<file path="src/bqd_pkg.sv">
package bqd_pkg;

   localparam int COEF_WIDTH = 24;
   localparam int NUM_REGS = 5;
   localparam int REG_INDEX_WIDTH = 3;

   localparam logic [REG_INDEX_WIDTH-1:0] REG_B0 = 3'd0;
   localparam logic [REG_INDEX_WIDTH-1:0] REG_B1 = 3'd1;
   localparam logic [REG_INDEX_WIDTH-1:0] REG_B2 = 3'd2;
   localparam logic [REG_INDEX_WIDTH-1:0] REG_A1 = 3'd3;
   localparam logic [REG_INDEX_WIDTH-1:0] REG_A2 = 3'd4;

   localparam logic signed [COEF_WIDTH-1:0] B0_RESET = 24'sd1048576;

   typedef logic [2:0] mul_sel_type;
   localparam mul_sel_type MUL_A1_D1 = 3'd0;
   localparam mul_sel_type MUL_A2_D2 = 3'd1;
   localparam mul_sel_type MUL_B0_W  = 3'd2;
   localparam mul_sel_type MUL_B1_D1 = 3'd3;
   localparam mul_sel_type MUL_B2_D2 = 3'd4;

   typedef logic [2:0] acc_op_type;
   localparam acc_op_type ACC_HOLD   = 3'd0;
   localparam acc_op_type ACC_LOAD_X = 3'd1;
   localparam acc_op_type ACC_CLEAR  = 3'd2;
   localparam acc_op_type ACC_ADD    = 3'd3;
   localparam acc_op_type ACC_SUB    = 3'd4;

   typedef struct packed {
      mul_sel_type mul_sel;
      logic        prod_en;
      acc_op_type  acc_op;
      logic        w_load;
      logic        out_load;
   } cmd_type;

endpackage

</file>
<file path="src/bqd_req_if.sv">
interface bqd_req_if #(
   parameter int SAMPLE_WIDTH = 24
) ();
   logic                           valid;
   logic                           ready;
   logic signed [SAMPLE_WIDTH-1:0] sample_in;

   modport source (output valid, output sample_in, input ready);
   modport sink (input valid, input sample_in, output ready);
endinterface

</file>
<file path="src/bqd_rsp_if.sv">
interface bqd_rsp_if #(
   parameter int SAMPLE_WIDTH = 24
) ();
   logic                           valid;
   logic                           ready;
   logic signed [SAMPLE_WIDTH-1:0] sample_out;

   modport source (output valid, output sample_out, input ready);
   modport sink (input valid, input sample_out, output ready);
endinterface

</file>
<file path="src/bqd_datapath.sv">
module bqd_datapath #(
   parameter int SAMPLE_WIDTH = 24,
   parameter int COEF_FRAC_BITS = 20,
   parameter int STATE_WIDTH = 32
) (
   input  logic                                   clock,
   input  logic                                   reset,
   input  logic                                   csr_write_enable,
   input  logic [bqd_pkg::REG_INDEX_WIDTH-1:0]    csr_index,
   input  logic [bqd_pkg::COEF_WIDTH-1:0]         csr_write_data,
   input  logic signed [SAMPLE_WIDTH-1:0]         sample_in,
   input  bqd_pkg::cmd_type                       cmd,
   output logic signed [SAMPLE_WIDTH-1:0]         sample_out
);
   import bqd_pkg::*;

   localparam int PROD_W = COEF_WIDTH + STATE_WIDTH;
   localparam int X_W = SAMPLE_WIDTH + COEF_FRAC_BITS;
   localparam int ACC_W = ((PROD_W > X_W) ? PROD_W : X_W) + 3;

   localparam logic signed [ACC_W-1:0] HALF =
      {{(ACC_W-1){1'b0}}, 1'b1} << (COEF_FRAC_BITS - 1);
   localparam logic signed [ACC_W-1:0] W_MAX =
      {{(ACC_W-STATE_WIDTH+1){1'b0}}, {(STATE_WIDTH-1){1'b1}}};
   localparam logic signed [ACC_W-1:0] W_MIN =
      {{(ACC_W-STATE_WIDTH+1){1'b1}}, {(STATE_WIDTH-1){1'b0}}};
   localparam logic signed [ACC_W-1:0] Y_MAX =
      {{(ACC_W-SAMPLE_WIDTH+1){1'b0}}, {(SAMPLE_WIDTH-1){1'b1}}};
   localparam logic signed [ACC_W-1:0] Y_MIN =
      {{(ACC_W-SAMPLE_WIDTH+1){1'b1}}, {(SAMPLE_WIDTH-1){1'b0}}};

   logic signed [COEF_WIDTH-1:0]  b0_ff, b1_ff, b2_ff, a1_ff, a2_ff;
   logic signed [STATE_WIDTH-1:0] d1_ff, d2_ff, w_ff, w_in;
   logic signed [PROD_W-1:0]      prod_ff, prod_in;
   logic signed [ACC_W-1:0]       acc_ff, acc_in;
   logic signed [ACC_W-1:0]       prod_ext, x_ext, rounded, w_sat, y_sat;
   logic signed [SAMPLE_WIDTH-1:0] out_ff, out_in;
   logic signed [COEF_WIDTH-1:0]  mul_coef;
   logic signed [STATE_WIDTH-1:0] mul_state;

   always_ff @(posedge clock) begin
      if (reset) begin
         b0_ff <= B0_RESET;
         b1_ff <= '0;
         b2_ff <= '0;
         a1_ff <= '0;
         a2_ff <= '0;
      end else if (csr_write_enable) begin
         case (csr_index)
            REG_B0: b0_ff <= csr_write_data;
            REG_B1: b1_ff <= csr_write_data;
            REG_B2: b2_ff <= csr_write_data;
            REG_A1: a1_ff <= csr_write_data;
            REG_A2: a2_ff <= csr_write_data;
            default: ;
         endcase
      end
   end

   always_comb begin
      case (cmd.mul_sel)
         MUL_A1_D1: begin
            mul_coef = a1_ff;
            mul_state = d1_ff;
         end
         MUL_A2_D2: begin
            mul_coef = a2_ff;
            mul_state = d2_ff;
         end
         MUL_B0_W: begin
            mul_coef = b0_ff;
            mul_state = w_ff;
         end
         MUL_B1_D1: begin
            mul_coef = b1_ff;
            mul_state = d1_ff;
         end
         MUL_B2_D2: begin
            mul_coef = b2_ff;
            mul_state = d2_ff;
         end
         default: begin
            mul_coef = '0;
            mul_state = '0;
         end
      endcase
   end

   assign prod_in = mul_coef * mul_state;
   assign prod_ext = {{(ACC_W-PROD_W){prod_ff[PROD_W-1]}}, prod_ff};
   assign x_ext = {{(ACC_W-SAMPLE_WIDTH){sample_in[SAMPLE_WIDTH-1]}}, sample_in}
                  <<< COEF_FRAC_BITS;

   always_comb begin
      case (cmd.acc_op)
         ACC_LOAD_X: acc_in = x_ext;
         ACC_CLEAR:  acc_in = '0;
         ACC_ADD:    acc_in = acc_ff + prod_ext;
         ACC_SUB:    acc_in = acc_ff - prod_ext;
         default:    acc_in = acc_ff;
      endcase
   end

   assign rounded = (acc_ff + HALF) >>> COEF_FRAC_BITS;

   always_comb begin
      if (rounded > W_MAX) begin
         w_sat = W_MAX;
      end else if (rounded < W_MIN) begin
         w_sat = W_MIN;
      end else begin
         w_sat = rounded;
      end
      if (rounded > Y_MAX) begin
         y_sat = Y_MAX;
      end else if (rounded < Y_MIN) begin
         y_sat = Y_MIN;
      end else begin
         y_sat = rounded;
      end
   end

   assign w_in = w_sat[STATE_WIDTH-1:0];
   assign out_in = y_sat[SAMPLE_WIDTH-1:0];

   always_ff @(posedge clock) begin
      if (cmd.prod_en) begin
         prod_ff <= prod_in;
      end
      acc_ff <= acc_in;
      if (cmd.w_load) begin
         w_ff <= w_in;
      end
      if (cmd.out_load) begin
         out_ff <= out_in;
      end
   end

   always_ff @(posedge clock) begin
      if (reset) begin
         d1_ff <= '0;
         d2_ff <= '0;
      end else if (cmd.out_load) begin
         d2_ff <= d1_ff;
         d1_ff <= w_ff;
      end
   end

   assign sample_out = out_ff;

endmodule

</file>
<file path="src/bqd_controller.sv">
module bqd_controller (
   input  logic             clock,
   input  logic             reset,
   input  logic             req_valid,
   output logic             req_ready,
   output logic             rsp_valid,
   input  logic             rsp_ready,
   output bqd_pkg::cmd_type cmd
);
   import bqd_pkg::*;

   localparam logic [3:0] ST_IDLE  = 4'd0;
   localparam logic [3:0] ST_MUL1  = 4'd1;
   localparam logic [3:0] ST_MUL2  = 4'd2;
   localparam logic [3:0] ST_ACC2  = 4'd3;
   localparam logic [3:0] ST_WCALC = 4'd4;
   localparam logic [3:0] ST_MUL3  = 4'd5;
   localparam logic [3:0] ST_MUL4  = 4'd6;
   localparam logic [3:0] ST_MUL5  = 4'd7;
   localparam logic [3:0] ST_ACC5  = 4'd8;
   localparam logic [3:0] ST_OUT   = 4'd9;

   logic [3:0] state_ff, state_in;
   logic       full_ff, full_in;
   logic       out_free;

   assign out_free = !full_ff || rsp_ready;
   assign req_ready = (state_ff == ST_IDLE);
   assign rsp_valid = full_ff;

   always_comb begin
      state_in = state_ff;
      cmd.mul_sel = MUL_A1_D1;
      cmd.prod_en = 1'b0;
      cmd.acc_op = ACC_HOLD;
      cmd.w_load = 1'b0;
      cmd.out_load = 1'b0;
      case (state_ff)
         ST_IDLE: begin
            if (req_valid) begin
               cmd.acc_op = ACC_LOAD_X;
               state_in = ST_MUL1;
            end
         end
         ST_MUL1: begin
            cmd.mul_sel = MUL_A1_D1;
            cmd.prod_en = 1'b1;
            state_in = ST_MUL2;
         end
         ST_MUL2: begin
            cmd.mul_sel = MUL_A2_D2;
            cmd.prod_en = 1'b1;
            cmd.acc_op = ACC_SUB;
            state_in = ST_ACC2;
         end
         ST_ACC2: begin
            cmd.acc_op = ACC_SUB;
            state_in = ST_WCALC;
         end
         ST_WCALC: begin
            cmd.w_load = 1'b1;
            cmd.acc_op = ACC_CLEAR;
            state_in = ST_MUL3;
         end
         ST_MUL3: begin
            cmd.mul_sel = MUL_B0_W;
            cmd.prod_en = 1'b1;
            state_in = ST_MUL4;
         end
         ST_MUL4: begin
            cmd.mul_sel = MUL_B1_D1;
            cmd.prod_en = 1'b1;
            cmd.acc_op = ACC_ADD;
            state_in = ST_MUL5;
         end
         ST_MUL5: begin
            cmd.mul_sel = MUL_B2_D2;
            cmd.prod_en = 1'b1;
            cmd.acc_op = ACC_ADD;
            state_in = ST_ACC5;
         end
         ST_ACC5: begin
            cmd.acc_op = ACC_ADD;
            state_in = ST_OUT;
         end
         ST_OUT: begin
            if (out_free) begin
               cmd.out_load = 1'b1;
               state_in = ST_IDLE;
            end
         end
         default: begin
            state_in = ST_IDLE;
         end
      endcase
   end

   always_comb begin
      full_in = full_ff;
      if (cmd.out_load) begin
         full_in = 1'b1;
      end else if (rsp_ready) begin
         full_in = 1'b0;
      end
   end

   always_ff @(posedge clock) begin
      if (reset) begin
         state_ff <= ST_IDLE;
         full_ff <= 1'b0;
      end else begin
         state_ff <= state_in;
         full_ff <= full_in;
      end
   end

endmodule

</file>
<file path="src/biquad_direct_form_two.sv">
// Each accepted sample steps through states MUL1 to OUT; a new request is taken only when idle.
// The single shared multiplier forms five products in sequence, with accumulate, round and
// saturate steps between them.
// The controller waits in its output state only while the previous response is still unread.
// A new request is taken while a finished response still waits in the output register.
// Reset (synchronous, active high) clears both delays, sets b0 to 1.0 and other coefficients to 0.
module biquad_direct_form_two #(
   parameter int SAMPLE_WIDTH = 24,
   parameter int COEF_FRAC_BITS = 20,
   parameter int STATE_WIDTH = 32
) (
   input  logic                                clock,
   input  logic                                reset,
   bqd_req_if.sink                             req_if,
   bqd_rsp_if.source                           rsp_if,
   input  logic                                csr_write_enable,
   input  logic [bqd_pkg::REG_INDEX_WIDTH-1:0] csr_index,
   input  logic [bqd_pkg::COEF_WIDTH-1:0]      csr_write_data
);
   import bqd_pkg::*;

   cmd_type cmd;

   bqd_controller u_controller (
      .clock     (clock),
      .reset     (reset),
      .req_valid (req_if.valid),
      .req_ready (req_if.ready),
      .rsp_valid (rsp_if.valid),
      .rsp_ready (rsp_if.ready),
      .cmd       (cmd)
   );

   bqd_datapath #(
      .SAMPLE_WIDTH   (SAMPLE_WIDTH),
      .COEF_FRAC_BITS (COEF_FRAC_BITS),
      .STATE_WIDTH    (STATE_WIDTH)
   ) u_datapath (
      .clock            (clock),
      .reset            (reset),
      .csr_write_enable (csr_write_enable),
      .csr_index        (csr_index),
      .csr_write_data   (csr_write_data),
      .sample_in        (req_if.sample_in),
      .cmd              (cmd),
      .sample_out       (rsp_if.sample_out)
   );

endmodule
</file>
<file path="src/flat_wrapper.sv">
// flat-port wrapper written by rule: the top's interface ports become plain ports
module biquad_direct_form_two_flat import bqd_pkg::*;
#(
   parameter int SAMPLE_WIDTH = 24,
   parameter int COEF_FRAC_BITS = 20,
   parameter int STATE_WIDTH = 32
)
  (clock, reset, csr_write_enable, csr_index, csr_write_data, req_if_valid, req_if_sample_in, req_if_ready, rsp_if_valid, rsp_if_sample_out, rsp_if_ready);
  bqd_req_if #(.SAMPLE_WIDTH(SAMPLE_WIDTH)) req_if_i ();
  bqd_rsp_if #(.SAMPLE_WIDTH(SAMPLE_WIDTH)) rsp_if_i ();
  input  logic clock;
  input  logic reset;
  input  logic csr_write_enable;
  input  logic [bqd_pkg::REG_INDEX_WIDTH-1:0] csr_index;
  input  logic [bqd_pkg::COEF_WIDTH-1:0] csr_write_data;
  input wire logic [$bits(req_if_i.valid)-1:0] req_if_valid;
  input wire logic [$bits(req_if_i.sample_in)-1:0] req_if_sample_in;
  output wire logic [$bits(req_if_i.ready)-1:0] req_if_ready;
  output wire logic [$bits(rsp_if_i.valid)-1:0] rsp_if_valid;
  output wire logic [$bits(rsp_if_i.sample_out)-1:0] rsp_if_sample_out;
  input wire logic [$bits(rsp_if_i.ready)-1:0] rsp_if_ready;
  assign req_if_i.valid = req_if_valid;
  assign req_if_i.sample_in = req_if_sample_in;
  assign req_if_ready = req_if_i.ready;
  assign rsp_if_valid = rsp_if_i.valid;
  assign rsp_if_sample_out = rsp_if_i.sample_out;
  assign rsp_if_i.ready = rsp_if_ready;
  biquad_direct_form_two #(.SAMPLE_WIDTH(SAMPLE_WIDTH), .COEF_FRAC_BITS(COEF_FRAC_BITS), .STATE_WIDTH(STATE_WIDTH)) u_core (.clock(clock), .reset(reset), .req_if(req_if_i), .rsp_if(rsp_if_i), .csr_write_enable(csr_write_enable), .csr_index(csr_index), .csr_write_data(csr_write_data));
endmodule
</file>
<file path="config.mk">
export PLATFORM = sky130hd
export DESIGN_NAME = biquad_direct_form_two_flat
export DESIGN_NICKNAME = d
export VERILOG_FILES = /design/src/bqd_pkg.sv /design/src/bqd_req_if.sv /design/src/bqd_rsp_if.sv /design/src/bqd_datapath.sv /design/src/bqd_controller.sv /design/src/biquad_direct_form_two.sv /design/src/flat_wrapper.sv
export SDC_FILE = /design/constraint.sdc
export NUM_CORES = 2
export LEC_CHECK = 0
export ABC_AREA = 1
export BUFFER_PORTS_ARGS = -buffer_cell sky130_fd_sc_hd__buf_2
export CAP_MARGIN = 20
export CORE_UTILIZATION = 50
export CTS_BUF_LIST = sky130_fd_sc_hd__clkbuf_8
export CTS_CLUSTER_SIZE = 12
export DETAILED_ROUTE_END_ITERATION = 6
export PLACE_DENSITY = 0.68
export SKIP_CTS_REPAIR_TIMING = 1
export SYNTH_ARGS = -nofsm -noshare
export SYNTH_HDL_FRONTEND = slang
export SYNTH_SLANG_ARGS = --single-unit
export TNS_END_PERCENT = 20
</file>
<file path="constraint.sdc">
create_clock -name clock -period 7.61 [get_ports clock]
set_clock_uncertainty 0.05 [all_clocks]
set_input_delay 0.761 -clock clock [delete_from_list [all_inputs] [get_ports clock]]
set_output_delay 0.761 -clock clock [all_outputs]
set_load 0.1 [all_outputs]
</file>
==> impl_metrics.csv <==
group,metric,value,unit
timing,fin_worst_hold_slack,0.309,ns
job,drv_cap,0,
cells_and_area,final_cells,8340,
clock_tree,clk_latency,0.68,ns
critical_path,endpoint_kind,"register",
global_route,grt.overflow.total,0,
synthesis,syn-mean-instance-area,7.60,um^2
power_and_ir_drop,powerDensity,147,nW/um^2
timing,maxSlewViolCount,0,
critical_path,cp_max_fo,10,
power_and_ir_drop,leakage,29.8,nW
synthesis,synthMuxAreaShare,0,%
critical_path,cp.required,7.96,ns
status,violations,"DRC",
synthesis,syn_area,50000,um^2
routing,wl_per_cell,19.8,um
die,core_area,98700,um^2
synthesis,ys_warn_count,0,
cells_and_area,mostFrequentLayoutCells,"nand2_1, inv_1, fa_1, nor2_1, buf_4",
critical_path,path_buf_inv,15,
clock_tree,cts.htree.levels,3,
routing,first_pass_iters,7,
synthesis,synth_nets,7627,
die,die_w,318,um
timing,fin_crit,7.58,ns
clock_tree,cts.sinks,360,
power_and_ir_drop,p_sw,0.00400,W
critical_path,cp_common_cell,"fa_1",
routing,dr_total_vias,44500,
die,ioPinCount,82,
synthesis,synthCells,6577,
synthesis,synth_seq_cells,360,
routing,remaining_drc_errors,17,
timing,fin_crit_sh,99.6,%
global_route,grt_use_total,31.7,%
synthesis,synth_ff_type,"dfxtp_1",
clock_tree,cts_root_buf,"clkbuf_8",
die,initial_utilization,50.7,%
cells_and_area,drive_gt1_share,14.3,%
power_and_ir_drop,netSwitchingFraction,46.4,%
timing,slew_headroom,26.9,%
clock_tree,clk_pin_slew,0.07,ns
critical_path,arrival,7.93,ns
timing,finalSetupViolations,0,
power_and_ir_drop,p_comb_share,46.4,%
synthesis,synth_top_family_by_area,"adder cells",
synthesis,yosysUniqueCellTypes,50,
placement,pre_cts_slack,-0.463,ns
clock_tree,tritoncts,"done",
placement,port_buffers,81,
synthesis,synthAdderAreaFrac,36.6,%
power_and_ir_drop,internal_power,0.00462,W
routing,drtIter0Drc,3902,
routing,finalWirelength,165000,um
timing,clock.fmax,132,MHz
min_path,holdCritStartpoint,"req_if_sample_in[13]",
status,status,"finished, violations left",
critical_path,cp-startpoint,"u_core.u_controller.state_ff[1]",
timing,tightestPinTransition,1.10,ns
placement,placed_cells,8168,
power_and_ir_drop,vdd_drop_max,126,uV
synthesis,synthArstFlopShare,0,%
global_route,antenna_found_initial,4,
timing,grt_setup_unrepaired,"yes",
placement,place_congestion,1.02,
critical_path,path_delay_family,"adder cells",
routing,final_antenna_net_count,0,
clock_tree,clockBufferDepth,3,
global_route,grt_max_degree,121,
power_and_ir_drop,seqPwrFrac,30.6,%
critical_path,rr_startpoint,"u_core.u_controller.state_ff[1]",
synthesis,ys_seq_area_share,17.8,%
power_and_ir_drop,power_frac_clock,23.0,%
synthesis,synthXorXnorAreaFrac,2.44,%
synthesis,synth-edff-count,171,
synthesis,synth-simple-area-share,20.0,%
timing,setup_ws,0.0295,ns
cells_and_area,final_common_cell,"nand2_1",
clock_tree,cts_inserted_buffers,69,
critical_path,max_stage_delay,0.58,ns
critical_path,crit_slowest_cell,"fa_1",
global_route,grt_pass1_wl,248000,um
cells_and_area,final_nets,8052,
placement,dp_hpwl,132000,um
cells_and_area,syn_to_final_growth,16.9,%
global_route,grt_pass1_vias,44200,
die,die_y,318,um
die,rows,115,
synthesis,synth_compound_area_share,9.11,%
routing,viasPerCell,5.33,
timing,finalHoldViolCount,0,
die,dieArea,101000,um^2
min_path,hold_path.class,"in -> reg",
critical_path,critical_path_class,"reg -> reg",
cells_and_area,final_core_util,59.2,%
critical_path,startpoint_type,"register",
[kinds of logic after synthesis]
kind of cell | count (synthesis)
and+or+nand+nor | 2517
AOI/OAI and AO/OA | 794
DFF | 360
xor gates and xnor gates | 139
adders and majority gates | 994
buffers and inverters | 1773
[Yosys cell counts (all sizes together) (24+ instances only)]
library cell,n,area share [%]
ha,210,5.3
inv,1537,12
nand2,1587,12
a21oi,269,2.7
nand3,178,1.8
nor3,39,0.45
xnor2,48,0.84
xor2,91,1.6
dfxtp,189,7.6
o21bai,24,0.36
fa,784,31
clkbuf,77,0.58
nor2,639,4.9
edfxtp,171,10
buf,158,1.8
a22oi,31,0.47
a22o,24,0.42
nand4,41,0.54
o21ai,376,4.1
[worst reg2reg max path, delay by kind of cell (launching register included)]
kind	cells	cell delay (ns)
buffers and inverters	15	1.75
AND/OR/NAND/NOR	9	0.99
adder cells (fa/ha/maj)	8	4.00
AO/OA/AOI/OAI	2	0.16
flip-flops	1	0.34
[final cells by class]
type	instances	area, um^2
fillers	9005	40300
multi-input cells	4445	35400
flip-flops and latches	360	8930
inverters	1538	5790
repair buffers	588	5320
well taps	1287	1610
clock buffers	78	1070
clock inverters	43	308
diodes	1	2.50
[registers in the layout, summed over array words and instances (netlist names), 32 cells and up]
name	count
u_core.u_datapath.prod_ff	56
u_core.u_datapath.w_ff	32
u_core.u_datapath.d2_ff	32
u_core.u_datapath.d1_ff	32
u_core.u_datapath.acc_ff	59
[power by group through the flow]
stage               sequential, W  combinational (W)  clock, W
floorplan                 0.00252            0.00251         0
global placement          0.00266            0.00379         0
detailed placement        0.00267            0.00380         0
CTS                       0.00263            0.00383   0.00201
global route              0.00264            0.00437   0.00209
finish                    0.00264            0.00400   0.00198
[final timing paths]
kind                                                       to  slack, ns  depth (start not counted)
worst max-delay path            u_core.u_datapath.prod_ff[55]       0.03                         34
worst max register to register  u_core.u_datapath.prod_ff[55]       0.03                         34
worst min register to register    u_core.u_datapath.b1_ff[23]       0.41                          2
worst min-delay path             u_core.u_datapath.acc_ff[33]       0.31                          3
[per-stage QoR]
stage | cell area, um^2 | TNS (ns) | total power [W]
detailed placement | 55000 | -9.77 | 0.00647
CTS | 56400 | -11.49 | 0.00846
floorplan | 50000 | 0 | 0.00503
global placement | 55000 | -6.80 | 0.00645
finish | 58500 | 0 | 0.00862
global route | 58500 | -4.99 | 0.00910
[per-layer routing]
metal / GRT usage (%) / part of all wire (%) / up-vias
met5: 0 / 0.018 / -
met1: 43.0 / 41 / 21700
li1: - / - / 20600
met4: 10.6 / 3.7 / 4
met2: 52.6 / 47 / 1807
met3: 4.03 / 8.2 / 300
(Power assumes the default switching activity.)
